===== config.mk =====
export PLATFORM = sky130hd
export DESIGN_NAME = positional_list_table_unit
export DESIGN_NICKNAME = d
export VERILOG_FILES = /design/src/rtl/core/plt_pkg.sv /design/src/rtl/core/plt_cell.sv /design/src/rtl/core/positional_list_table_unit.sv
export SDC_FILE = /design/constraint.sdc
export NUM_CORES = 1
export LEC_CHECK = 0
export BUFFER_PORTS_ARGS = -buffer_cell sky130_fd_sc_hd__buf_4
export CAP_MARGIN = 0
export CORE_MARGIN = 1
export CORE_UTILIZATION = 35
export CTS_CLUSTER_SIZE = 16
export DETAILED_ROUTE_END_ITERATION = 10
export SETUP_SLACK_MARGIN = 0.2
export SLEW_MARGIN = 20
export SYNTH_ARGS = -nofsm -noshare
export SYNTH_HDL_FRONTEND = slang
export SYNTH_HIERARCHICAL = 1
export SYNTH_SLANG_ARGS = --single-unit

===== constraint.sdc =====
create_clock -name clk -period 5.1 [get_ports clk]
set_clock_uncertainty 0.1 [all_clocks]
set_input_delay 0.255 -clock clk [delete_from_list [all_inputs] [get_ports clk]]
set_output_delay 0.255 -clock clk [all_outputs]
set_load 0.02 [all_outputs]

===== src/rtl/core/plt_pkg.sv =====
// Shared operation codes, status codes and cell control type for the positional list table.
package plt_pkg;

	localparam logic [2:0] OP_INSERT   = 3'd0;
	localparam logic [2:0] OP_REPLACE  = 3'd1;
	localparam logic [2:0] OP_RETRIEVE = 3'd2;
	localparam logic [2:0] OP_REMOVE   = 3'd3;
	localparam logic [2:0] OP_CLEAR    = 3'd4;

	localparam logic [1:0] ST_OK        = 2'd0;
	localparam logic [1:0] ST_OVERFLOW  = 2'd1;
	localparam logic [1:0] ST_UNDERFLOW = 2'd2;
	localparam logic [1:0] ST_RANGE     = 2'd3;

	typedef struct packed {
		logic load_new;
		logic take_left;
		logic take_right;
	} cell_ctl_t;

endpackage


===== src/rtl/core/plt_cell.sv =====
// One list cell: holds an entry, loads new data or a neighbor's entry.
module plt_cell #(
	parameter int ENTRY_BITS = 32
) (
	input  logic                    clk,
	input  plt_pkg::cell_ctl_t      ctl,
	input  logic [ENTRY_BITS-1:0]   left_d,
	input  logic [ENTRY_BITS-1:0]   right_d,
	input  logic [ENTRY_BITS-1:0]   new_d,
	output logic [ENTRY_BITS-1:0]   entry_q
);
	import plt_pkg::*;

	always_ff @(posedge clk) begin
		priority if (ctl.load_new) begin
			entry_q <= new_d;
		end else if (ctl.take_left) begin
			entry_q <= left_d;
		end else if (ctl.take_right) begin
			entry_q <= right_d;
		end else begin
			entry_q <= entry_q;
		end
	end

endmodule


===== src/rtl/core/positional_list_table_unit.sv =====
// Top level of the positional list table: cell chain, request decode and result register.
// The result is registered: it is valid in the output register in the cycle after the input transfer.
// Throughput: one request per cycle while the output is accepted; every cell shifts or loads in the same edge.
// The position read is an AND-OR over the cells addressed by the 5-bit position.
// Reset clears the fill count (not the entry_count output) and the output valid; cell contents are not reset.
module positional_list_table_unit #(
	parameter int CAPACITY   = 16,
	parameter int ENTRY_BITS = 32
) (
	input  logic        clk,
	input  logic        arst_n,
	input  logic        in_valid,
	output logic        in_ready,
	input  logic [2:0]  op,
	input  logic [4:0]  position,
	input  logic [31:0] value_in,
	output logic        out_valid,
	input  logic        out_ready,
	output logic [1:0]  status,
	output logic [31:0] value_out,
	output logic [4:0]  entry_count,
	output logic        is_empty,
	output logic        is_full
);
	import plt_pkg::*;

	localparam int FW = $clog2(CAPACITY + 1);
	localparam int CW = (FW > 5) ? FW : 5;
	localparam int IB = (ENTRY_BITS < 32) ? ENTRY_BITS : 32;
	localparam int OB = (ENTRY_BITS < 32) ? ENTRY_BITS : 32;

	logic [FW-1:0]         fill_q;
	logic [ENTRY_BITS-1:0] cell_q [CAPACITY];
	cell_ctl_t             ctl    [CAPACITY];
	logic [ENTRY_BITS-1:0] new_val;
	logic [ENTRY_BITS-1:0] rd_val;
	logic [CW-1:0]         pos_x;
	logic [CW-1:0]         fill_x;
	logic                  in_fire;
	logic                  full_now;
	logic                  in_range;
	logic                  ins_ok;
	logic                  rep_ok;
	logic                  rem_ok;
	logic [1:0]            st_d;
	logic                  rd_use;
	logic [FW-1:0]         fill_d;

	assign in_fire  = in_valid && in_ready;
	assign in_ready = !out_valid || out_ready;
	assign new_val  = ENTRY_BITS'(value_in[IB-1:0]);
	assign pos_x    = CW'(position);
	assign fill_x   = CW'(fill_q);
	assign full_now = (fill_q == FW'(CAPACITY));
	assign in_range = (pos_x < fill_x);
	assign ins_ok   = (op == OP_INSERT) && !full_now && (pos_x <= fill_x);
	assign rep_ok   = (op == OP_REPLACE) && in_range;
	assign rem_ok   = (op == OP_REMOVE) && in_range;

	always_comb begin
		st_d   = ST_OK;
		rd_use = 1'b0;
		fill_d = fill_q;
		unique case (op)
			OP_INSERT: begin
				if (full_now) begin
					st_d = ST_OVERFLOW;
				end else if (!ins_ok) begin
					st_d = ST_RANGE;
				end else begin
					fill_d = fill_q + FW'(1);
				end
			end
			OP_REPLACE: begin
				if (!in_range) st_d = ST_RANGE;
			end
			OP_RETRIEVE: begin
				if (!in_range) st_d = ST_RANGE;
				else rd_use = 1'b1;
			end
			OP_REMOVE: begin
				if (fill_q == '0) begin
					st_d = ST_UNDERFLOW;
				end else if (!in_range) begin
					st_d = ST_RANGE;
				end else begin
					rd_use = 1'b1;
					fill_d = fill_q - FW'(1);
				end
			end
			OP_CLEAR: fill_d = '0;
			default: ;
		endcase
	end

	// read select: only cells the 5-bit position can reach ever match
	always_comb begin
		rd_val = '0;
		for (int i = 0; i < CAPACITY; i++) begin
			if (pos_x == CW'(i)) rd_val = rd_val | cell_q[i];
		end
	end

	for (genvar g = 0; g < CAPACITY; g++) begin : g_cell
		logic [CW-1:0]         idx;
		logic [ENTRY_BITS-1:0] left_d;
		logic [ENTRY_BITS-1:0] right_d;

		assign idx = CW'(g);

		always_comb begin
			ctl[g].load_new   = in_fire && (ins_ok || rep_ok) && (idx == pos_x);
			ctl[g].take_left  = in_fire && ins_ok && (idx > pos_x) && (idx <= fill_x);
			ctl[g].take_right = in_fire && rem_ok && (idx >= pos_x) &&
				((idx + CW'(1)) < fill_x);
		end

		if (g == 0) begin : g_first
			assign left_d = '0;
		end else begin : g_mid_l
			assign left_d = cell_q[g-1];
		end
		if (g == CAPACITY - 1) begin : g_last
			assign right_d = '0;
		end else begin : g_mid_r
			assign right_d = cell_q[g+1];
		end

		plt_cell #(
			.ENTRY_BITS(ENTRY_BITS)
		) u_cell (
			.clk     (clk),
			.ctl     (ctl[g]),
			.left_d  (left_d),
			.right_d (right_d),
			.new_d   (new_val),
			.entry_q (cell_q[g])
		);
	end

	always_ff @(posedge clk or negedge arst_n) begin
		if (!arst_n) begin
			fill_q    <= '0;
			out_valid <= 1'b0;
		end else begin
			if (in_fire) begin
				fill_q    <= fill_d;
				out_valid <= 1'b1;
			end else if (out_ready) begin
				out_valid <= 1'b0;
			end
		end
	end

	// result payload, loaded on each input transfer
	always_ff @(posedge clk) begin
		if (in_fire) begin
			status      <= st_d;
			value_out   <= rd_use ? 32'(rd_val[OB-1:0]) : 32'd0;
			entry_count <= 5'(fill_d);
			is_empty    <= (fill_d == '0);
			is_full     <= (fill_d == FW'(CAPACITY));
		end
	end

	a_fill_bound: assert property (@(posedge clk) disable iff (!arst_n)
		fill_q <= FW'(CAPACITY))
		else $error("entry count above capacity");

	a_clear_empties: assert property (@(posedge clk) disable iff (!arst_n)
		in_fire && (op == OP_CLEAR) |=> (fill_q == '0) && is_empty)
		else $error("clear did not empty the list");

	a_insert_grows: assert property (@(posedge clk) disable iff (!arst_n)
		in_fire && ins_ok |=> (fill_q == $past(fill_q) + FW'(1)) && (status == ST_OK))
		else $error("insert did not grow the list");

	a_result_follows: assert property (@(posedge clk) disable iff (!arst_n)
		in_fire |=> out_valid)
		else $error("transfer gave no result");

endmodule

==> results.md, run 1 <==
- Routed WL: 116000 um
- CP max-delay cell: a2111oi_2
- Vias in the first global route: 24316
- Startpoint types: flop
- Reg2reg start: fill_q[2]
- RSZ-0062 raised after global routing: no
- IO Count: 87
- Final GP Congestion: 0.847
- Largest net degree at the start of global routing: 65
- Asr flop ratio synth: 0.0107
- Routed Antenna Nets: 0
- Crit end category: flop
- Final Hold Fails: 0
- EDFF count, synth: 553
- WHS Path Cells: 3
- P_sw: 2.69 mW
- Max clock buf depth: 3
- Critical Path AT: 4690 ps
- First drt pass iteration count: 7
- Core area: 92100 um^2
- Final HPWL DP: 66500 um
- Syn Inst Count: 2987
- Die span in x: 307 um
- Area fraction of the dominant cell type after synthesis: 0.509
- Die Area: 94500 um^2
- Syn Area/Cell: 10.9 um^2
- Most used cell, CP: buf_4
- Combinational power share: 0.098
- Final Non-Filler Cells: 4358
- Starting Density: 0.355
- # DRC: 0
- Top FF cell, synth: edfxtp_1
- Final critical-path share of the clock period: 0.868
- Total CTS buffers: 60
- Reg clk slew, reported paths: 60 ps
- Peak supply drop: 0.266 mV
- Initial antenna violation count: 2
- Hold Path End: entry_count[0]
- CP Max Fanout: 17
- Area Growth Syn to Fin: 11.4%
- Crit-path leading delay family: compound AO/OA/AOI/OAI gates
- Worst Path Required: 5360 ps
- Final worst slack: 675 ps
- Final Setup Violations: 0
- Synth warnings: 6
- Row count: 111
- Largest cells by area after synthesis: edfxtp_1, mux2i_1, o21ai_1
- Slew margin rel.: 0.224
- Routed wire per std cell: 26.7 um
- Total track usage: 0.242
- Hold Crit Class: primary input to flop
- Clock group share of total power: 0.408
- Cells after DPL: 4209
- Sw Share: 0.259
- Pwr dens: 286 nW/um^2
- Outcome: finished, final reports clean
- Most common cell after layout, fill and taps aside: nand2_1
- #FFs+latches synth: 559
- Buffers on Ports: 86
- Synth Cell Area: 32700 um^2
- Cell taking the most area after synthesis: edfxtp_1
- Lkg Pwr: 10.6 nW
- CTS tree: yes
- Layout cells sized above 1: 0.106
- Fmax: 0.226 GHz
- CP Class: flop to flop
- Max cap viols: 0
- Buffers & Inverters on Critical Path: 3
- Most frequent cells in the layout: nand2_1, edfxtp_1, mux2i_1
- Post-CTS Resized: 0
- Clk sinks: 559
- Setup WS pre-CTS: 767 ps
- GRT overflow: 0
- Root Driver: clkbuf_16
- Antenna diodes: 0
- Final nets: 3120
- Hold buffers post-CTS: 38
- CP Cell Sequence: inv_1 > ha_1 > a211o_1 > a221o_4 > a21oi_4 > nand2_1 > buf_4 > a2111oi_2 > buf_4 > mux2i_1 > o21ai_1
- H-tree Lvls: 2
- Worst Tran Pin Value: 1160 ps
- R2r setup slk: 680 ps
- Clk_lat worst skew: 640 ps
- Sequential share of power: 0.494
- Vias per std cell: 5.86
- DR vias: 25521
- Max stage delay on crit path: 660 ps
- Post-CTS Setup Inserts: 0
- Pins over their slew limit: 0
- Hold Startpoint: op[0]
- Worst Reg-to-Reg Cells: 11
- DR iter-0 viols: 3547
- Die Ht: 307 um
- Register area share after synthesis: 0.513
- Internal Pwr Total: 7.71 mW
- Global-route wire length before repair: 169000 um
- TNS Setup: 0 ps
- Final Critical Period: 4420 ps
- End of the worst register-to-register path: g_cell[10].u_cell/entry_q[20]
- Distinct cells, synth: 65
synthesized netlist by cell type (all sizes together) (2+ instances only):
cell     number
a211oi       11
o21ai       553
o21a          3
nor4         36
nor4b         2
a211o         2
clkbuf       75
a21oi        12
edfxtp      553
and3          4
a21boi        2
a2111oi       7
nand2       589
and2          2
or3b          2
o311ai        2
mux2i       545
or3          21
nand4         2
a21o          3
buf         176
a31oi         6
mux2          3
nand2b       10
a22o         32
a22oi       122
dfrtp         6
a221oi       13
nor2         60
nand3        36
nor3         26
nand3b        3
inv           8
a222oi       32
ha           10
or2           4
worst max path at each step:
stage | end | cells past startpoint | slack, ps | startpoint
global route | g_cell[10].u_cell/entry_q[17] | 11 | 460 | fill_q[2]
floorplan | g_cell[10].u_cell/entry_q[0] | 8 | 1000 | out_valid
CTS | g_cell[10].u_cell/entry_q[23] | 10 | 760 | fill_q[2]
global placement | g_cell[10].u_cell/entry_q[17] | 10 | 890 | fill_q[2]
finish | g_cell[10].u_cell/entry_q[20] | 11 | 680 | fill_q[2]
detailed placement | g_cell[10].u_cell/entry_q[20] | 10 | 770 | fill_q[2]
logic make-up (layout without fill, tap and decap cells):
logic type	Yosys count	count (layout)	synth area share
compound gates	806	806	0.149
fa+ha+maj	10	10	0.00383
mux	548	548	0.168
other cells	1	65	0.000115
buf+inv	260	324	0.0622
simple gates	803	803	0.104
flops	559	559	0.513
sequential cells by signal, summed over array words and instances, names as in the netlist:
register,cells
g_cell.u_cell/entry_q,512
fill_q,5
status,2
value_out,32
is_full,1
is_empty,1
out_valid,1
entry_count,5
per-layer routing:
layer	vias to the layer above	global-route usage	wire length [um]
met4	2	0.0780	3820
li1	11329	-	-
met5	-	0	11
met2	1594	0.372	51200
met1	12345	0.341	48300
met3	251	0.0480	12900
final cells by class:
type | instances | area, um^2
sequential | 559 | 16800
clock inverter | 31 | 233
timing repair buffer | 204 | 1730
fill | 8822 | 55700
clock buffer | 80 | 1600
tap | 1243 | 1560
multi-input combinational | 2232 | 14500
inverter | 9 | 33.8
worst reg2reg max path, cell delays in order (launching register included):
cell and delay (ps):
dfrtp_1 650, inv_1 180, ha_1 340, a211o_1 330
a221o_4 460, a21oi_4 230, nand2_1 80, buf_4 270
a2111oi_2 670, buf_4 450, mux2i_1 300, o21ai_1 80
power by group through the flow:
stage	clock network [mW]	registers (mW)	logic [mW]
2_1_floorplan	0	5.24	0.571
3_3_place_gp	0	5.24	0.962
3_5_place_dp	0	5.24	0.966
4_1_cts	4.30	5.14	0.998
5_1_grt	4.47	5.15	1.09
6_report	4.25	5.14	1.02
metrics by stage:
stage                     utilization  hold slack [ps]  power [mW]  cell area (um^2)
after floorplan                     -             -141        5.81             32900
after global placement          0.371            -22.2        6.20             34100
after detailed placement        0.371            -21.4        6.21             34100
after CTS                       0.395             10.8        10.4             36400
after global routing            0.395             35.8        10.7             36400
final                           0.395             22.1        10.4             36400
Power figures use the tool's default switching activity.
==> inputs of run 2 (changes only) <==
- BUFFER_PORTS_ARGS: -buffer_cell sky130_fd_sc_hd__buf_4 -> not set
- DONT_BUFFER_PORTS: not set -> 1
- clock period: 5.1 -> 4 ns (I/O delays scaled with it)
==> run 2 against run 1 <==
Net effect:
- clock power rose by 37%
- sequential power increased by 28%
- utilization rose by 0.29 points
- first-iteration DRC count increased by 20%
- global-route usage increased by 1.4 points
- largest power group unchanged
- highest routed layer unchanged
- setup slack worse by 460 ps
- worst hold slack improved by 24 ps
==> results.md, run 2 (synthesis gave the netlist of run 1 again) <==
- Max stage delay on crit path: 600 ps (was 660 ps)
- Largest reg by FF count: g_cell.u_cell/entry_q (unchanged)
- Regs by FF count: g_cell.u_cell/entry_q x512, value_out x32 (unchanged)
- Buffers on Ports: 0 (was 86)
- Final HPWL DP: 73000 um (was 66500 um)
- CP Cell Sequence: inv_1 > ha_1 > a211o_1 > a221o_4 > a21oi_4 > nand2_1 > buf_4 > a2111oi_2 > or3_2 > buf_12 (was inv_1 > ha_1 > a211o_1 > a221o_4 > a21oi_4 > nand2_1 > buf_4 > a2111oi_2 > buf_4 > mux2i_1 > o21ai_1)
- Crit end category: flop (unchanged)
- Total CTS buffers: 67 (was 60)
- Die Ht: 307 um (unchanged)
- Internal Pwr Total: 10.1 mW (was 7.71 mW)
- Max clock buf depth: 3 (unchanged)
- Layout cells sized above 1: 0.0979 (was 0.106)
- GRT overflow: 0 (unchanged)
- Final Critical Period: 3780 ps (was 4420 ps)
- Die span in x: 307 um (unchanged)
- Clock group share of total power: 0.426 (was 0.408)
- Root Driver: clkbuf_16 (unchanged)
- Clk sinks: 559 (unchanged)
- Antenna diodes: 0 (unchanged)
- Hold Crit Class: primary input to flop (unchanged)
- Core area: 92100 um^2 (unchanged)
- Most common cell after layout, fill and taps aside: nand2_1 (unchanged)
- DR vias: 26140 (was 25521)
- CP max-delay cell: or3_2 (was a2111oi_2)
- Largest net degree at the start of global routing: 65 (unchanged)
- Area Growth Syn to Fin: 12.2% (was 11.4%)
- IO Count: 87 (unchanged)
- Outcome: finished, final reports clean (unchanged)
- Pwr dens: 374 nW/um^2 (was 286 nW/um^2)
- Post-CTS Setup Inserts: 0 (unchanged)
- DR iter-0 viols: 4252 (was 3547)
- Max reg flops: 512 (unchanged)
- Initial antenna violation count: 4 (was 2)
- Row count: 111 (unchanged)
- Pins over their slew limit: 0 (unchanged)
- Max cap viols: 0 (unchanged)
- Fin util: 0.398 (was 0.395)
- Most frequent cells in the layout: nand2_1, edfxtp_1, mux2i_1 (unchanged)
- Vias per std cell: 6.04 (was 5.86)
- Sequential share of power: 0.480 (was 0.494)
- CP Max Fanout: 20 (was 17)
- Routed Antenna Nets: 0 (unchanged)
- H-tree Lvls: 3 (was 2)
- Fmax: 0.264 GHz (was 0.226 GHz)
- RSZ-0062 raised after global routing: yes (was no)
- Routed wire per std cell: 28.5 um (was 26.7 um)
- Reg clk slew, reported paths: 60 ps (about the same)
- Worst Tran Pin Value: 1220 ps (was 1160 ps)
- Buffers & Inverters on Critical Path: 3 (unchanged)
- Final Hold Fails: 0 (unchanged)
- Total track usage: 0.256 (was 0.242)
- Critical Path AT: 3990 ps (was 4690 ps)
- Final critical-path share of the clock period: 0.946 (was 0.868)
- Peak supply drop: 0.260 mV (was 0.266 mV)
- TNS Setup: 0 ps (unchanged)
- Starting Density: 0.355 (unchanged)
- Final GP Congestion: 0.909 (was 0.847)
- P_sw: 3.61 mW (was 2.69 mW)
- CTS tree: yes (unchanged)
- Final Setup Violations: 0 (unchanged)
- Slew margin rel.: 0.187 (was 0.224)
- # DRC: 0 (unchanged)
- First drt pass iteration count: 9 (was 7)
- Worst Path Required: 4200 ps (was 5360 ps)
- Clk_lat worst skew: 630 ps (was 640 ps)
- CP Class: flop to flop (unchanged)
- Startpoint types: flop (unchanged)
- Routed WL: 123000 um (was 116000 um)
- Lkg Pwr: 10.6 nW (about the same)
- Final nets: 3089 (was 3120)
- Die Area: 94500 um^2 (unchanged)
- Crit-path leading delay family: compound AO/OA/AOI/OAI gates (unchanged)
- Vias in the first global route: 24537 (was 24316)
- Final total power: 13.7 mW (was 10.4 mW)
- Combinational power share: 0.094 (was 0.098)
- Global-route wire length before repair: 176000 um (was 169000 um)
- Sw Share: 0.264 (was 0.259)
- WHS: 46.2 ps (was 22.1 ps)
-- run 2: cell count changes in the layout (fill, tap and decap cells not counted), sizes merged --
cell / before / now
bufinv: 2 / 1
inv: 9 / 12
clkbuf: 80 / 83
clkinv: 27 / 29
buf: 166 / 124
dlygate4sd3: 38 / 42
-- run 2: cell type report --
class / count / area [um^2]
multi-input cells: 2232 / 14500
flip-flops and latches: 559 / 16800
repair buffers: 166 / 1790
fillers: 8787 / 55400
clock buffers: 83 / 1740
well taps: 1243 / 1560
inverters: 9 / 35.0
clock inverters: 35 / 273
-- run 2: power groups by stage --
stage,registers (mW),clock network (mW),logic (mW)
after floorplan,6.68,0,0.729
after global placement,6.69,0,1.10
after detailed placement,6.69,0,1.10
after CTS,6.57,5.92,1.24
after global routing,6.58,6.12,1.37
final,6.57,5.84,1.28
-- run 2: worst min-delay path: cells and delay by family --
kind	cells	cell delay, ps
and+or+nand+nor	2	160
muxes	1	80
AOI/OAI and AO/OA	1	180
-- run 2: worst paths after layout --
path / cells past startpoint / to / start / slack [ps]
worst max-delay path: 10 / g_cell[8].u_cell/entry_q[29] / fill_q[2] / 220
worst min-delay path: 4 / value_out[20] / position[0] / 50
worst max register to register: 10 / g_cell[8].u_cell/entry_q[29] / fill_q[2] / 220
worst min register to register: 2 / g_cell[14].u_cell/entry_q[10] / g_cell[15].u_cell/entry_q[10] / 520
max in group asynchronous: 2 / fill_q[0] / arst_n / 3150
min in group asynchronous: 2 / out_valid / arst_n / 350
-- run 2: timing repair --
item | CTS | global route
hold endpoints to repair | 538 | 0
hold buffers | 42 | 0
setup endpoints to repair | 6 | 177
gates resized for setup | 1 | 7
-- run 2: layer usage --
metal  GRT usage  up-vias  part of all wire
li1            -    11274                 -
met1       0.354    12615              0.40
met2       0.390     1927              0.44
met3      0.0603      318              0.12
met4      0.0939        6             0.037
met5           0        -           0.00027
-- run 2: stage by stage --
stage                     std cells  instance area (um^2)  setup WS, ps
final                          4327                 36600           215
after global routing           4327                 36600           116
after CTS                      4326                 36600           232
after detailed placement       4166                 34100           195
after global placement         4164                 34100           242
after floorplan                3051                 32900           274
